`src/hdl/hpdc_pkg.sv`:
```
// Shared types and widths of the heading PD controller.
package hpdc_pkg;

    // Width of the shared add/subtract unit; covers the widest drive sum
    localparam int ALU_W = 36;

    // Register map of the configuration port
    localparam logic [2:0] REG_PROP_GAIN  = 3'd0;
    localparam logic [2:0] REG_DERIV_GAIN = 3'd1;
    localparam logic [2:0] REG_MAX_DRIVE  = 3'd2;
    localparam logic [2:0] REG_DEAD_BAND  = 3'd3;

    // Operation handed to the shared adder
    typedef struct packed {
        logic [ALU_W-1:0] a;
        logic [ALU_W-1:0] b;
        logic             sub;
    } t_alu_req;

    // Result of the shared adder
    typedef struct packed {
        logic [ALU_W-1:0] sum;
        logic             neg;
    } t_alu_rsp;

endpackage

```
`src/hdl/hpdc_alu.sv`:
```
// Shared add/subtract unit with sign flag for the heading PD controller.
module hpdc_alu
    import hpdc_pkg::*;
(
    input  t_alu_req i_req,
    output t_alu_rsp o_rsp
);

    logic [ALU_W-1:0] w_b;
    logic [ALU_W-1:0] w_sum;

    // Invert and carry in for subtraction
    assign w_b   = i_req.sub ? ~i_req.b : i_req.b;
    assign w_sum = i_req.a + w_b + ALU_W'(i_req.sub);

    assign o_rsp.sum = w_sum;
    assign o_rsp.neg = w_sum[ALU_W-1];

endmodule

```
`src/hdl/heading_pd_controller_unit.sv`:
```
// Heading PD controller: handshake, configuration, sequencer and datapath.
//
// Input channel: i_in_valid with the heading, target offset, elapsed time and
// re-zero flag; the block raises o_in_stall while it works on a word. Output
// channel: o_out_valid with drive, wrapped error and dead-band flag; the
// receiver holds a word with i_out_stall. Configuration: i_cfg_valid with
// i_cfg_index and i_cfg_data, always ready (o_cfg_ready); indexes 0 to 3 are
// prop_gain, deriv_gain, max_drive and dead_band, others are dropped.
// The sequencer works a word step by step on the one shared adder; the
// derivative term uses a 26-step restoring divider that runs on that adder.
// A word inside the dead band goes from the dead-band step straight to the
// last step, and a word with zero elapsed time skips the divider. The
// next word is accepted in the cycle after the result is loaded into the
// output register, also while that result still waits on a stalled
// receiver. A finished result whose output register is still held waits in
// the last step until it drains.
// Synchronous reset clears the configuration registers, the output valid,
// the reference heading and the previous error; the first word after reset
// sets the reference.
module heading_pd_controller_unit
    import hpdc_pkg::*;
(
    input  logic               i_clk,
    input  logic               i_rst_n,
    // input channel
    input  logic               i_in_valid,
    output logic               o_in_stall,
    input  logic [15:0]        i_heading_now,
    input  logic signed [15:0] i_target_offset,
    input  logic [15:0]        i_elapsed_ms,
    input  logic               i_rezero,
    // output channel
    output logic               o_out_valid,
    input  logic               i_out_stall,
    output logic signed [15:0] o_drive,
    output logic signed [15:0] o_wrapped_error,
    output logic               o_in_dead_band,
    // configuration channel
    input  logic               i_cfg_valid,
    output logic               o_cfg_ready,
    input  logic [2:0]         i_cfg_index,
    input  logic [15:0]        i_cfg_data
);

    localparam int FULL_TURN = 36000;
    localparam int MS_PER_S  = 1000;
    localparam int DIV_STEPS = 26;

    localparam logic signed [17:0] T_HALF  = 18'sd18000;
    localparam logic signed [17:0] T_NHALF = -18'sd18000;

    typedef enum logic [4:0] {
        S_IDLE, S_HEAD, S_OFS, S_W1, S_ERR, S_W2, S_DB, S_ABSD, S_MUL1K,
        S_DIV, S_ABSE, S_MULP, S_MULD, S_SUM1, S_SUM2, S_SAT1, S_SAT2,
        S_SAT3, S_FIN
    } t_state;

    // configuration registers
    logic [15:0] r_pg;
    logic [15:0] r_dg;
    logic [14:0] r_max;
    logic [14:0] r_db;

    // sequencer and datapath registers
    t_state             r_state;
    logic [15:0]        r_heading;
    logic [15:0]        r_target;
    logic [15:0]        r_elapsed;
    logic               r_rezero;
    logic [15:0]        r_head;
    logic [15:0]        r_ref;
    logic               r_ref_valid;
    logic [15:0]        r_prev;
    logic [17:0]        r_t;
    logic [15:0]        r_err;
    logic [16:0]        r_diff;
    logic               r_quiet;
    logic [15:0]        r_dmag;
    logic [15:0]        r_emag;
    logic [15:0]        r_rem;
    logic [25:0]        r_quo;
    logic [4:0]         r_cnt;
    logic [23:0]        r_pm;
    logic [33:0]        r_dm;
    logic [ALU_W-1:0]   r_acc;
    logic               r_low_clamp;
    logic               r_out_valid;
    logic [15:0]        r_drive;
    logic [15:0]        r_werr;
    logic               r_dbflag;

    t_alu_req    w_req;
    t_alu_rsp    w_rsp;
    logic [25:0] w_ma;
    logic [15:0] w_mb;
    logic [41:0] w_prod;
    logic        w_fold_hi;
    logic        w_fold_lo;
    logic        w_use_new;
    logic [16:0] w_shift;
    logic signed [16:0] w_err_sx;
    logic signed [16:0] w_db_pos;
    logic signed [16:0] w_db_neg;
    logic        w_quiet;
    logic        w_in_acc;
    logic        w_load;

    hpdc_alu u_alu (
        .i_req (w_req),
        .o_rsp (w_rsp)
    );

    assign w_in_acc    = i_in_valid && !o_in_stall;
    assign o_in_stall  = (r_state != S_IDLE);
    assign o_cfg_ready = 1'b1;

    // Load the output register from the last step once it is free
    assign w_load = (r_state == S_FIN) && (!r_out_valid || !i_out_stall);

    // Shared multiplier, registered at every use
    assign w_prod = 42'(w_ma) * 42'(w_mb);

    // Single-fold window tests on the working angle
    assign w_fold_hi = $signed(r_t) > T_HALF;
    assign w_fold_lo = $signed(r_t) < T_NHALF;
    assign w_use_new = !r_ref_valid || r_rezero;
    assign w_shift   = {r_rem, r_quo[25]};

    // Dead-band window test on the stored error
    assign w_err_sx = $signed({r_err[15], r_err});
    assign w_db_pos = $signed({2'b00, r_db});
    assign w_db_neg = -w_db_pos;
    assign w_quiet  = (w_err_sx <= w_db_pos) && (w_err_sx >= w_db_neg);

    // Drive the shared adder and multiplier by step
    always_comb begin
        w_req = '0;
        w_ma  = '0;
        w_mb  = '0;
        unique case (r_state)
            S_HEAD: begin
                w_req.a   = ALU_W'(r_heading);
                w_req.b   = ALU_W'(FULL_TURN);
                w_req.sub = 1'b1;
            end
            S_OFS: begin
                w_req.a   = ALU_W'(r_head);
                w_req.b   = w_use_new ? ALU_W'(r_head) : ALU_W'(r_ref);
                w_req.sub = 1'b1;
            end
            S_W1, S_W2: begin
                w_req.a   = ALU_W'($signed(r_t));
                w_req.b   = (w_fold_hi || w_fold_lo) ? ALU_W'(FULL_TURN) : '0;
                w_req.sub = w_fold_hi;
            end
            S_ERR: begin
                w_req.a   = ALU_W'($signed(r_t));
                w_req.b   = ALU_W'($signed(r_target));
                w_req.sub = 1'b1;
            end
            S_DB: begin
                w_req.a   = ALU_W'($signed(r_err));
                w_req.b   = ALU_W'($signed(r_prev));
                w_req.sub = 1'b1;
            end
            S_ABSD: begin
                w_req.b   = ALU_W'($signed(r_diff));
                w_req.sub = r_diff[16];
            end
            S_MUL1K: begin
                w_ma = 26'(r_dmag);
                w_mb = 16'(MS_PER_S);
            end
            S_DIV: begin
                w_req.a   = ALU_W'(w_shift);
                w_req.b   = ALU_W'(r_elapsed);
                w_req.sub = 1'b1;
            end
            S_ABSE: begin
                w_req.b   = ALU_W'($signed(r_err));
                w_req.sub = r_err[15];
            end
            S_MULP: begin
                w_ma = 26'(r_emag);
                w_mb = r_pg;
            end
            S_MULD: begin
                w_ma = r_quo;
                w_mb = r_dg;
            end
            S_SUM1: begin
                w_req.b   = ALU_W'(r_pm);
                w_req.sub = !r_err[15];
            end
            S_SUM2: begin
                w_req.a   = r_acc;
                w_req.b   = ALU_W'(r_dm);
                w_req.sub = !r_diff[16];
            end
            S_SAT1: begin
                w_req.a   = r_acc;
                w_req.b   = ALU_W'(r_max);
                w_req.sub = 1'b1;
            end
            S_SAT2: begin
                w_req.a   = r_acc;
                w_req.b   = ALU_W'(r_max);
            end
            S_SAT3: begin
                w_req.b   = ALU_W'(r_max);
                w_req.sub = 1'b1;
            end
            default: begin
                w_req = '0;
            end
        endcase
    end

    // Take configuration writes
    always_ff @(posedge i_clk) begin
        if (!i_rst_n) begin
            r_pg  <= '0;
            r_dg  <= '0;
            r_max <= '0;
            r_db  <= '0;
        end else if (i_cfg_valid && o_cfg_ready) begin
            unique case (i_cfg_index)
                REG_PROP_GAIN:  r_pg  <= i_cfg_data;
                REG_DERIV_GAIN: r_dg  <= i_cfg_data;
                REG_MAX_DRIVE:  r_max <= i_cfg_data[14:0];
                REG_DEAD_BAND:  r_db  <= i_cfg_data[14:0];
                default: begin
                end
            endcase
        end
    end

    // Sequencer, controller state and output register
    always_ff @(posedge i_clk) begin
        if (!i_rst_n) begin
            r_state     <= S_IDLE;
            r_ref       <= '0;
            r_ref_valid <= 1'b0;
            r_prev      <= '0;
            r_out_valid <= 1'b0;
        end else begin
            // load a finished word, or drop the output word once taken
            if (w_load) begin
                r_out_valid <= 1'b1;
            end else if (r_out_valid && !i_out_stall) begin
                r_out_valid <= 1'b0;
            end
            unique case (r_state)
                S_IDLE: begin
                    if (w_in_acc) begin
                        r_heading <= i_heading_now;
                        r_target  <= i_target_offset;
                        r_elapsed <= i_elapsed_ms;
                        r_rezero  <= i_rezero;
                        r_state   <= S_HEAD;
                    end
                end
                S_HEAD: begin
                    r_head  <= w_rsp.neg ? r_heading : w_rsp.sum[15:0];
                    r_state <= S_OFS;
                end
                S_OFS: begin
                    r_t <= w_rsp.sum[17:0];
                    if (w_use_new) begin
                        r_ref       <= r_head;
                        r_ref_valid <= 1'b1;
                        r_prev      <= '0;
                    end
                    r_state <= S_W1;
                end
                S_W1: begin
                    r_t     <= w_rsp.sum[17:0];
                    r_state <= S_ERR;
                end
                S_ERR: begin
                    r_t     <= w_rsp.sum[17:0];
                    r_state <= S_W2;
                end
                S_W2: begin
                    r_err   <= w_rsp.sum[15:0];
                    r_state <= S_DB;
                end
                S_DB: begin
                    r_quiet <= w_quiet;
                    r_diff  <= w_rsp.sum[16:0];
                    r_prev  <= r_err;
                    r_quo   <= '0;
                    if (w_quiet) begin
                        r_state <= S_FIN;
                    end else if (r_elapsed == '0) begin
                        r_state <= S_ABSE;
                    end else begin
                        r_state <= S_ABSD;
                    end
                end
                S_ABSD: begin
                    r_dmag  <= w_rsp.sum[15:0];
                    r_state <= S_MUL1K;
                end
                S_MUL1K: begin
                    r_quo   <= w_prod[25:0];
                    r_rem   <= '0;
                    r_cnt   <= '0;
                    r_state <= S_DIV;
                end
                S_DIV: begin
                    // one restoring step: keep the trial remainder if it fits
                    if (w_rsp.neg) begin
                        r_rem <= w_shift[15:0];
                        r_quo <= {r_quo[24:0], 1'b0};
                    end else begin
                        r_rem <= w_rsp.sum[15:0];
                        r_quo <= {r_quo[24:0], 1'b1};
                    end
                    r_cnt <= r_cnt + 5'd1;
                    if (r_cnt == 5'(DIV_STEPS - 1)) begin
                        r_state <= S_ABSE;
                    end
                end
                S_ABSE: begin
                    r_emag  <= w_rsp.sum[15:0];
                    r_state <= S_MULP;
                end
                S_MULP: begin
                    r_pm    <= w_prod[31:8];
                    r_state <= S_MULD;
                end
                S_MULD: begin
                    r_dm    <= w_prod[41:8];
                    r_state <= S_SUM1;
                end
                S_SUM1: begin
                    r_acc   <= w_rsp.sum;
                    r_state <= S_SUM2;
                end
                S_SUM2: begin
                    r_acc   <= w_rsp.sum;
                    r_state <= S_SAT1;
                end
                S_SAT1: begin
                    // clamp from above when the sum reaches the limit
                    if (!w_rsp.neg) begin
                        r_acc <= ALU_W'(r_max);
                    end
                    r_state <= S_SAT2;
                end
                S_SAT2: begin
                    r_low_clamp <= w_rsp.neg;
                    r_state     <= S_SAT3;
                end
                S_SAT3: begin
                    if (r_low_clamp) begin
                        r_acc <= w_rsp.sum;
                    end
                    r_state <= S_FIN;
                end
                S_FIN: begin
                    // hold until the output register is free
                    if (w_load) begin
                        r_drive  <= r_quiet ? '0 : r_acc[15:0];
                        r_werr   <= r_err;
                        r_dbflag <= r_quiet;
                        r_state  <= S_IDLE;
                    end
                end
                default: begin
                    r_state <= S_IDLE;
                end
            endcase
        end
    end

    assign o_out_valid     = r_out_valid;
    assign o_drive         = r_drive;
    assign o_wrapped_error = r_werr;
    assign o_in_dead_band  = r_dbflag;

`ifndef SYNTHESIS
    // An accepted word starts the heading reduction next cycle
    a_start: assert property (@(posedge i_clk) disable iff (!i_rst_n)
        w_in_acc |=> (r_state == S_HEAD))
        else $error("accepted word did not start the sequence");

    // A dead-band result carries zero drive
    a_quiet_zero: assert property (@(posedge i_clk) disable iff (!i_rst_n)
        (o_out_valid && o_in_dead_band) |-> (o_drive == 16'sd0))
        else $error("dead-band result with nonzero drive");

    // The wrapped error stays within a half turn
    a_wrap_range: assert property (@(posedge i_clk) disable iff (!i_rst_n)
        o_out_valid |-> ((o_wrapped_error <= 16'sd18000) &&
                         (o_wrapped_error >= -16'sd18000)))
        else $error("wrapped error out of range");

    // A result implies the reference has been fixed
    a_ref_set: assert property (@(posedge i_clk) disable iff (!i_rst_n)
        o_out_valid |-> r_ref_valid)
        else $error("result without a reference heading");
`endif

endmodule

```
`config.mk`:
```
export PLATFORM = sky130hd
export DESIGN_NAME = heading_pd_controller_unit
export DESIGN_NICKNAME = d
export VERILOG_FILES = /design/src/hdl/hpdc_pkg.sv /design/src/hdl/hpdc_alu.sv /design/src/hdl/heading_pd_controller_unit.sv
export SDC_FILE = /design/constraint.sdc
export NUM_CORES = 2
export LEC_CHECK = 0
export BUFFER_PORTS_ARGS = -buffer_cell sky130_fd_sc_hd__buf_2
export CAP_MARGIN = 20
export CORE_MARGIN = 2
export CORE_UTILIZATION = 55
export CTS_CLUSTER_DIAMETER = 30
export DETAILED_ROUTE_END_ITERATION = 10
export GPL_ROUTABILITY_DRIVEN = 0
export PLACE_DENSITY = 0.72
export REMOVE_ABC_BUFFERS = 1
export SLEW_MARGIN = 10
export SYNTH_ARGS = -nofsm -noshare
export SYNTH_HDL_FRONTEND = slang
export SYNTH_SLANG_ARGS = --single-unit
```
`constraint.sdc`:
```
create_clock -name i_clk -period 15.6 [get_ports i_clk]
set_input_delay 1.56 -clock i_clk [delete_from_list [all_inputs] [get_ports i_clk]]
set_output_delay 1.56 -clock i_clk [all_outputs]
set_load 0.01 [all_outputs]
```
== Word level (Yosys, flattened, before mapping) ==
Cells that the tools add are included.

* Reduce and logical (&&, ||, !) cells: 50
* Mux-type cells: 27
* $lt $le $gt $ge: 4
* Equality and inequality tests: 28
* Bitwise operators: 1
* Add/subtract/negate cells: 4
* Multipliers: 1

{| class="wikitable"
|+ Operators with widths
! cell !! count
|-
| 36-bit one-hot mux with 11 select lines || 1
|-
| 36-bit one-hot mux with 6 select lines || 1
|-
| 26-bit one-hot mux with 3 select lines || 2
|-
| 36-bit 2-to-1 mux || 3
|-
| 36-bit one-hot mux with 3 select lines || 1
|-
| 5-bit one-hot mux with 19 select lines || 1
|-
| 16-bit 2-to-1 mux || 5
|-
| 16-bit one-hot mux with 2 select lines || 2
|-
| 16-bit one-hot mux with 3 select lines || 1
|-
| 26-bit by 16-bit multiplier with 42-bit output || 1
|-
| 5-bit by 4-bit equality test with 1-bit output, second input constant || 8
|-
| 36-bit by 1-bit adder with 36-bit output || 1
|-
| 36-bit adder || 1
|-
| 36-bit NOT || 1
|-
| 2-bit AND reduction || 17
|-
| 5-bit by 3-bit equality test with 1-bit output, second input constant || 4
|-
| 5-bit equality test, second input constant || 4
|-
| 5-bit 2-to-1 mux || 4
|-
| 18-bit by 16-bit > comparator with 1-bit output, second input constant || 1
|-
| 18-bit by 16-bit less-than comparator with 1-bit output, second input constant || 1
|-
| 16-bit by 17-bit >= comparator with 1-bit output || 1
|-
| 15-bit negation with 17-bit output || 1
|-
| 16-bit <= comparator || 1
|-
| 16-bit zero test || 1
|-
| other kinds (23) || 51
|}

* Register bits after elaboration: 425
* Output and inout bits: 36

== Longest topological paths before layout ==
* Depth after elaboration: 10
* Depth in mapped cells: 34

== By module ==
Synthesis repeated with hierarchy kept, for this count alone.

* Cells, all modules: 3480
* Area, all modules: 33669.8 um^2

{| class="wikitable"
|+ Modules (own cells, without submodules)
! module !! seq. area each (um^2) !! area an instance (um^2) !! cells each !! times used
|-
| heading_pd_controller_unit || 11751.3 || 31207.4 || 3140 || 1
|-
| hpdc_alu || 0.0 || 2462.4 || 340 || 1
|}

== Least setup slack after synthesis ==
No wires, ideal clock.

* Path kind: flip-flop to flip-flop
* Start: register r_state[1]
* End: register r_dm[33] (data pin)
* Library setup time: 0.260 ns
* Data required time: 15.340 ns
* Clock period less this slack: 7.933 ns
* Arrival: 7.673 ns
* Path slack: 7.667 ns
* Buffers on the path: 4
* Cell stages (with the launch flop): 30
* Cell sequence: dfxtp_1 -> buf_4 -> clkbuf_1 -> nor2_1 -> nand2_1 -> nor2_1 -> clkbuf_1 -> a221oi_1 -> clkbuf_1 -> nor2_1 -> fa_1 -> inv_1 -> fa_1 -> fa_1 -> inv_1 -> fa_1 -> fa_1 -> inv_1 -> fa_1 -> inv_1 -> ha_1 -> and3_1 -> nand2_1 -> or4_1 -> o21ba_2 -> a311oi_1 -> a221o_1 -> a221o_1 -> a21oi_1 -> xnor2_1

* Cells in the longest elaborated chain, start to end: 3

{| class="wikitable"
|+ RTL lines
! what !! RTL line !! source
|-
| start, declared || heading_pd_controller_unit.sv:65 || <nowiki>t_state r_state;</nowiki>
|-
| start signal, assigned || heading_pd_controller_unit.sv:241 || <nowiki>r_state <= S_IDLE;</nowiki>
|-
| start signal, assigned || heading_pd_controller_unit.sv:260 || <nowiki>r_state <= S_HEAD;</nowiki>
|-
| start signal, assigned || heading_pd_controller_unit.sv:265 || <nowiki>r_state <= S_OFS;</nowiki>
|-
| 5-bit by 4-bit equality test with 1-bit output || heading_pd_controller_unit.sv:140 || <nowiki>unique case (r_state)</nowiki>
|-
| 26-bit one-hot mux with 3 select lines / 16-bit one-hot mux with 3 select lines (equally long branches) || heading_pd_controller_unit.sv:140 ||
|-
| 26-bit by 16-bit multiplier with 42-bit output (*) || heading_pd_controller_unit.sv:121 || <nowiki>assign w_prod = 42'(w_ma) * 42'(w_mb);</nowiki>
|-
| via w_prod[41] || heading_pd_controller_unit.sv:96 || <nowiki>logic [41:0] w_prod;</nowiki>
|-
| end signal, assigned || heading_pd_controller_unit.sv:334 || <nowiki>r_dm <= w_prod[41:8];</nowiki>
|-
| end, declared || heading_pd_controller_unit.sv:84 || <nowiki>logic [33:0] r_dm;</nowiki>
|}

The timed path passes the listed nets; every way through them passes the cells marked *.
A chain may end at the register's enable or synchronous reset.

== Final worst setup path ==
* Start: register r_state[3]
* End: register r_dm[33] (data pin)

Same word-level chain as after synthesis.

==> results list <==
- The run finished with clean final reports.
* Sequential-to-total area share from yosys stat: 0.3489
- Total number of placement rows: 90
- Violation count after the first detailed-routing iteration: 2952
* Kind of cell with the highest combined delay on the critical path: adder cells
- At the end of the flow the core is filled with cells to 0.6251.
- Width of the chip: 251.5 microns
- In the final layout, the share of cells above drive strength 1 is 0.1003.
- Once routing completed, OpenROAD measured the worst setup slack at 6.237 ns.
- Critical path peak fanout: 51
- For this run, the slowest stage of the critical path takes 0.97 ns.
- For this run, the total global-route usage over all layers was measured as 0.3248.
* IO Port Bufs: 107
- Post-Syn Instances: 3433
- Summed over all nets, the half-perimeter wirelength after detailed placement is 73.43 mm.
- STA classifies the critical path startpoint as a flip-flop.
- Count leader, synth: nand2_1
- Top_reg_cell synth: edfxtp_1
* Global-route wire length before repair: 155.1 mm
- Synth Register Bits: 425
* Max capacitance violation total: 0
- In this run, synthesis inferred 324 flip-flops with an integrated enable.
- After layout, the design draws a total of 5738 uW.
- Static timing analysis puts the maximum clock frequency at 106.8 MHz.
- Post-detailed-route wirelength per cell: 23.32 microns
* Min Clock Period, post-route: 9.363 ns
- For this run, design rule violations remaining after detail routing come to 0.
* Max-slew headroom: 0.2074
- Setup repair after global routing left no endpoint under its margin.
- The tree built by TritonCTS fans out to 425 sinks.
* Cts bufs inserted: 78
* Via-to-Cell Ratio: 6.088
* Vias after detailed routing: 26422
* Post-synthesis cell type with the largest combined area: edfxtp_1
- The floorplan step defined a core boundary enclosing 60470 sq um.
* Via count of the first global-routing pass: 26514
* Critical Path End Type: flip-flop
* Max-slew violation count: 0
- Effective utilization at floorplan: 0.5570
- VDD sags by at most 0.1516 mV.
- Most frequent cell on the critical path: fa_1
- At the pin with the least slew margin, the transition time is 1.180 ns.
* Number of buffers added for setup after CTS: 0
- After global routing the overflow that remains totals 0.
- Cell at the root of the clock tree: clkbuf_16
- Dividing total power by cell area gives a power density of 151.8 nW/um^2.
- In this run, post-CTS repair resized a total of 0 instances.
* Count of yosys warnings during synthesis: 0
- DIE HEIGHT: 251.5 microns
* Fill cells: 4934
- Area growth, synth to finish: 12.24%
- Wires add up to 101.2 mm.
* Pleak: 0.01572 uW
- Of the available clock period, the critical path in the final layout requires 0.6002.
- TritonCTS built the clock tree.
* Hold-fix buffers at CTS: 0
- On the critical path, the stage with the largest delay is an instance of dfxtp_1.
- Ant diodes: 0
- The clock reaches the later pin of the worst-skew pair after 0.62 ns.
* Worst min path class: flip-flop to flip-flop
- Share of the synthesized area in the top cell type: 0.2889
* Largest cells by area after synthesis: edfxtp_1, fa_1, nand2_1
* Fraction of registers with async set or reset after synthesis: 0
- STA puts the critical path data required time at 15.96 ns.
- Setup slack on the worst flop-to-flop path: 6.24 ns
* Die footprint: 63230 sq um
- The number of antenna violations at the first check in global routing was 1.
* Post-synth top cells: nand2_1, inv_1, fa_1
- CP Class: flip-flop to flip-flop
* Final worst clock skew: 0.03324 ns
- At the worst endpoint, the arrival time is 9.73 ns.
* CTS clk-pin slew, worst paths: 0.06 ns
- Number of iterations in the first detailed-routing pass: 6
* Deepest level of the CTS H-tree: 3
* Post-synthesis instance area: 33680 sq um
- The number of hold violations in the final report is 0.
* Maximum clock path buffer count: 3
- Count of nets after finishing: 4086
- Largest net degree at the start of global routing: 94
- Pre-CTS setup slack: 6.354 ns
- Buffer and inverter count on the worst path: 6
* Final count of negative-setup-slack endpoints: 0
- Top-level port count: 109
- Final setup TNS: 0 ns
- Synthesized area per cell: 9.811 sq um
- Number of antenna-violating nets in the routed design: 0
- In this run, distinct cell masters in the synthesized netlist total 88.
cells in the final DEF (no fill, tap or decap), drive strengths merged, types with 87 or more instances in the layout:
cell / count
nand2: 634
inv: 423
fa: 335
edfxtp: 324
nor2: 257
ha: 182
buf: 152
a21oi: 126
dfxtp: 101
a21boi: 98
xnor2: 97
clkbuf: 87
metrics by stage:
stage,instance area [sq um],hold slack (ns),cells
after floorplan,32990,0.4409,3264
after CTS,37770,0.4650,4338
after global routing,37800,0.4820,4340
after global placement,34940,0.4473,4196
after detailed placement,34940,0.4540,4196
final,37800,0.4632,4340
routing by layer:
layer / up-vias / part of all wire / track usage / routed length, microns
met5: - / 0 / 0 / 0
met3: 319 / 0.11 / 0.06386 / 11340
met4: 0 / 0.060 / 0.1781 / 6106
li1: 11674 / - / - / -
met1: 12828 / 0.38 / 0.4302 / 38830
met2: 1601 / 0.44 / 0.5053 / 44930
area by class of cell:
cell class | count | area [sq um] | share of cell area
Clock inverter | 55 | 787.0 | 0.02082
Sequential cell | 425 | 11750 | 0.3109
Multi-Input combinational cell | 2434 | 19830 | 0.5246
Tap cell | 782 | 978.4 | 0.02588
Clock buffer | 87 | 2047 | 0.05415
Inverter | 405 | 1520 | 0.04021
Timing Repair Buffer | 152 | 888.4 | 0.02350
sequential cells by signal, indices dropped and copies added (netlist names), 17 cells and up:
name and count:
r_acc 36, r_dm 34, r_t 18, r_quo 26
r_diff 17, r_pm 24
report_power, final:
group	internal [uW]	switching [uW]	total [uW]
Combinational	763	1500	2260
Sequential	1600	77.2	1680
Clock	1160	642	1800
cells by family (layout without fill, tap and decap cells):
group	after synthesis	in the layout	share of synthesized area
compound gates	588	588	0.1229
xor+xnor	119	119	0.03173
fa+ha+maj	517	517	0.2667
buf+inv	574	699	0.06576
flops	425	425	0.3489
mux	38	38	0.01304
other cells	1	1	0.0001113
simple gates	1171	1171	0.1509
final timing paths:
check,start,endpoint,cells past startpoint
hold reg to reg,r_ref_valid,r_ref_valid,1
hold / removal,r_ref_valid,r_ref_valid,1
setup / recovery,r_state[3],r_dm[33],28
setup reg to reg,r_state[3],r_dm[33],28
Power figures use the tool's default switching activity.
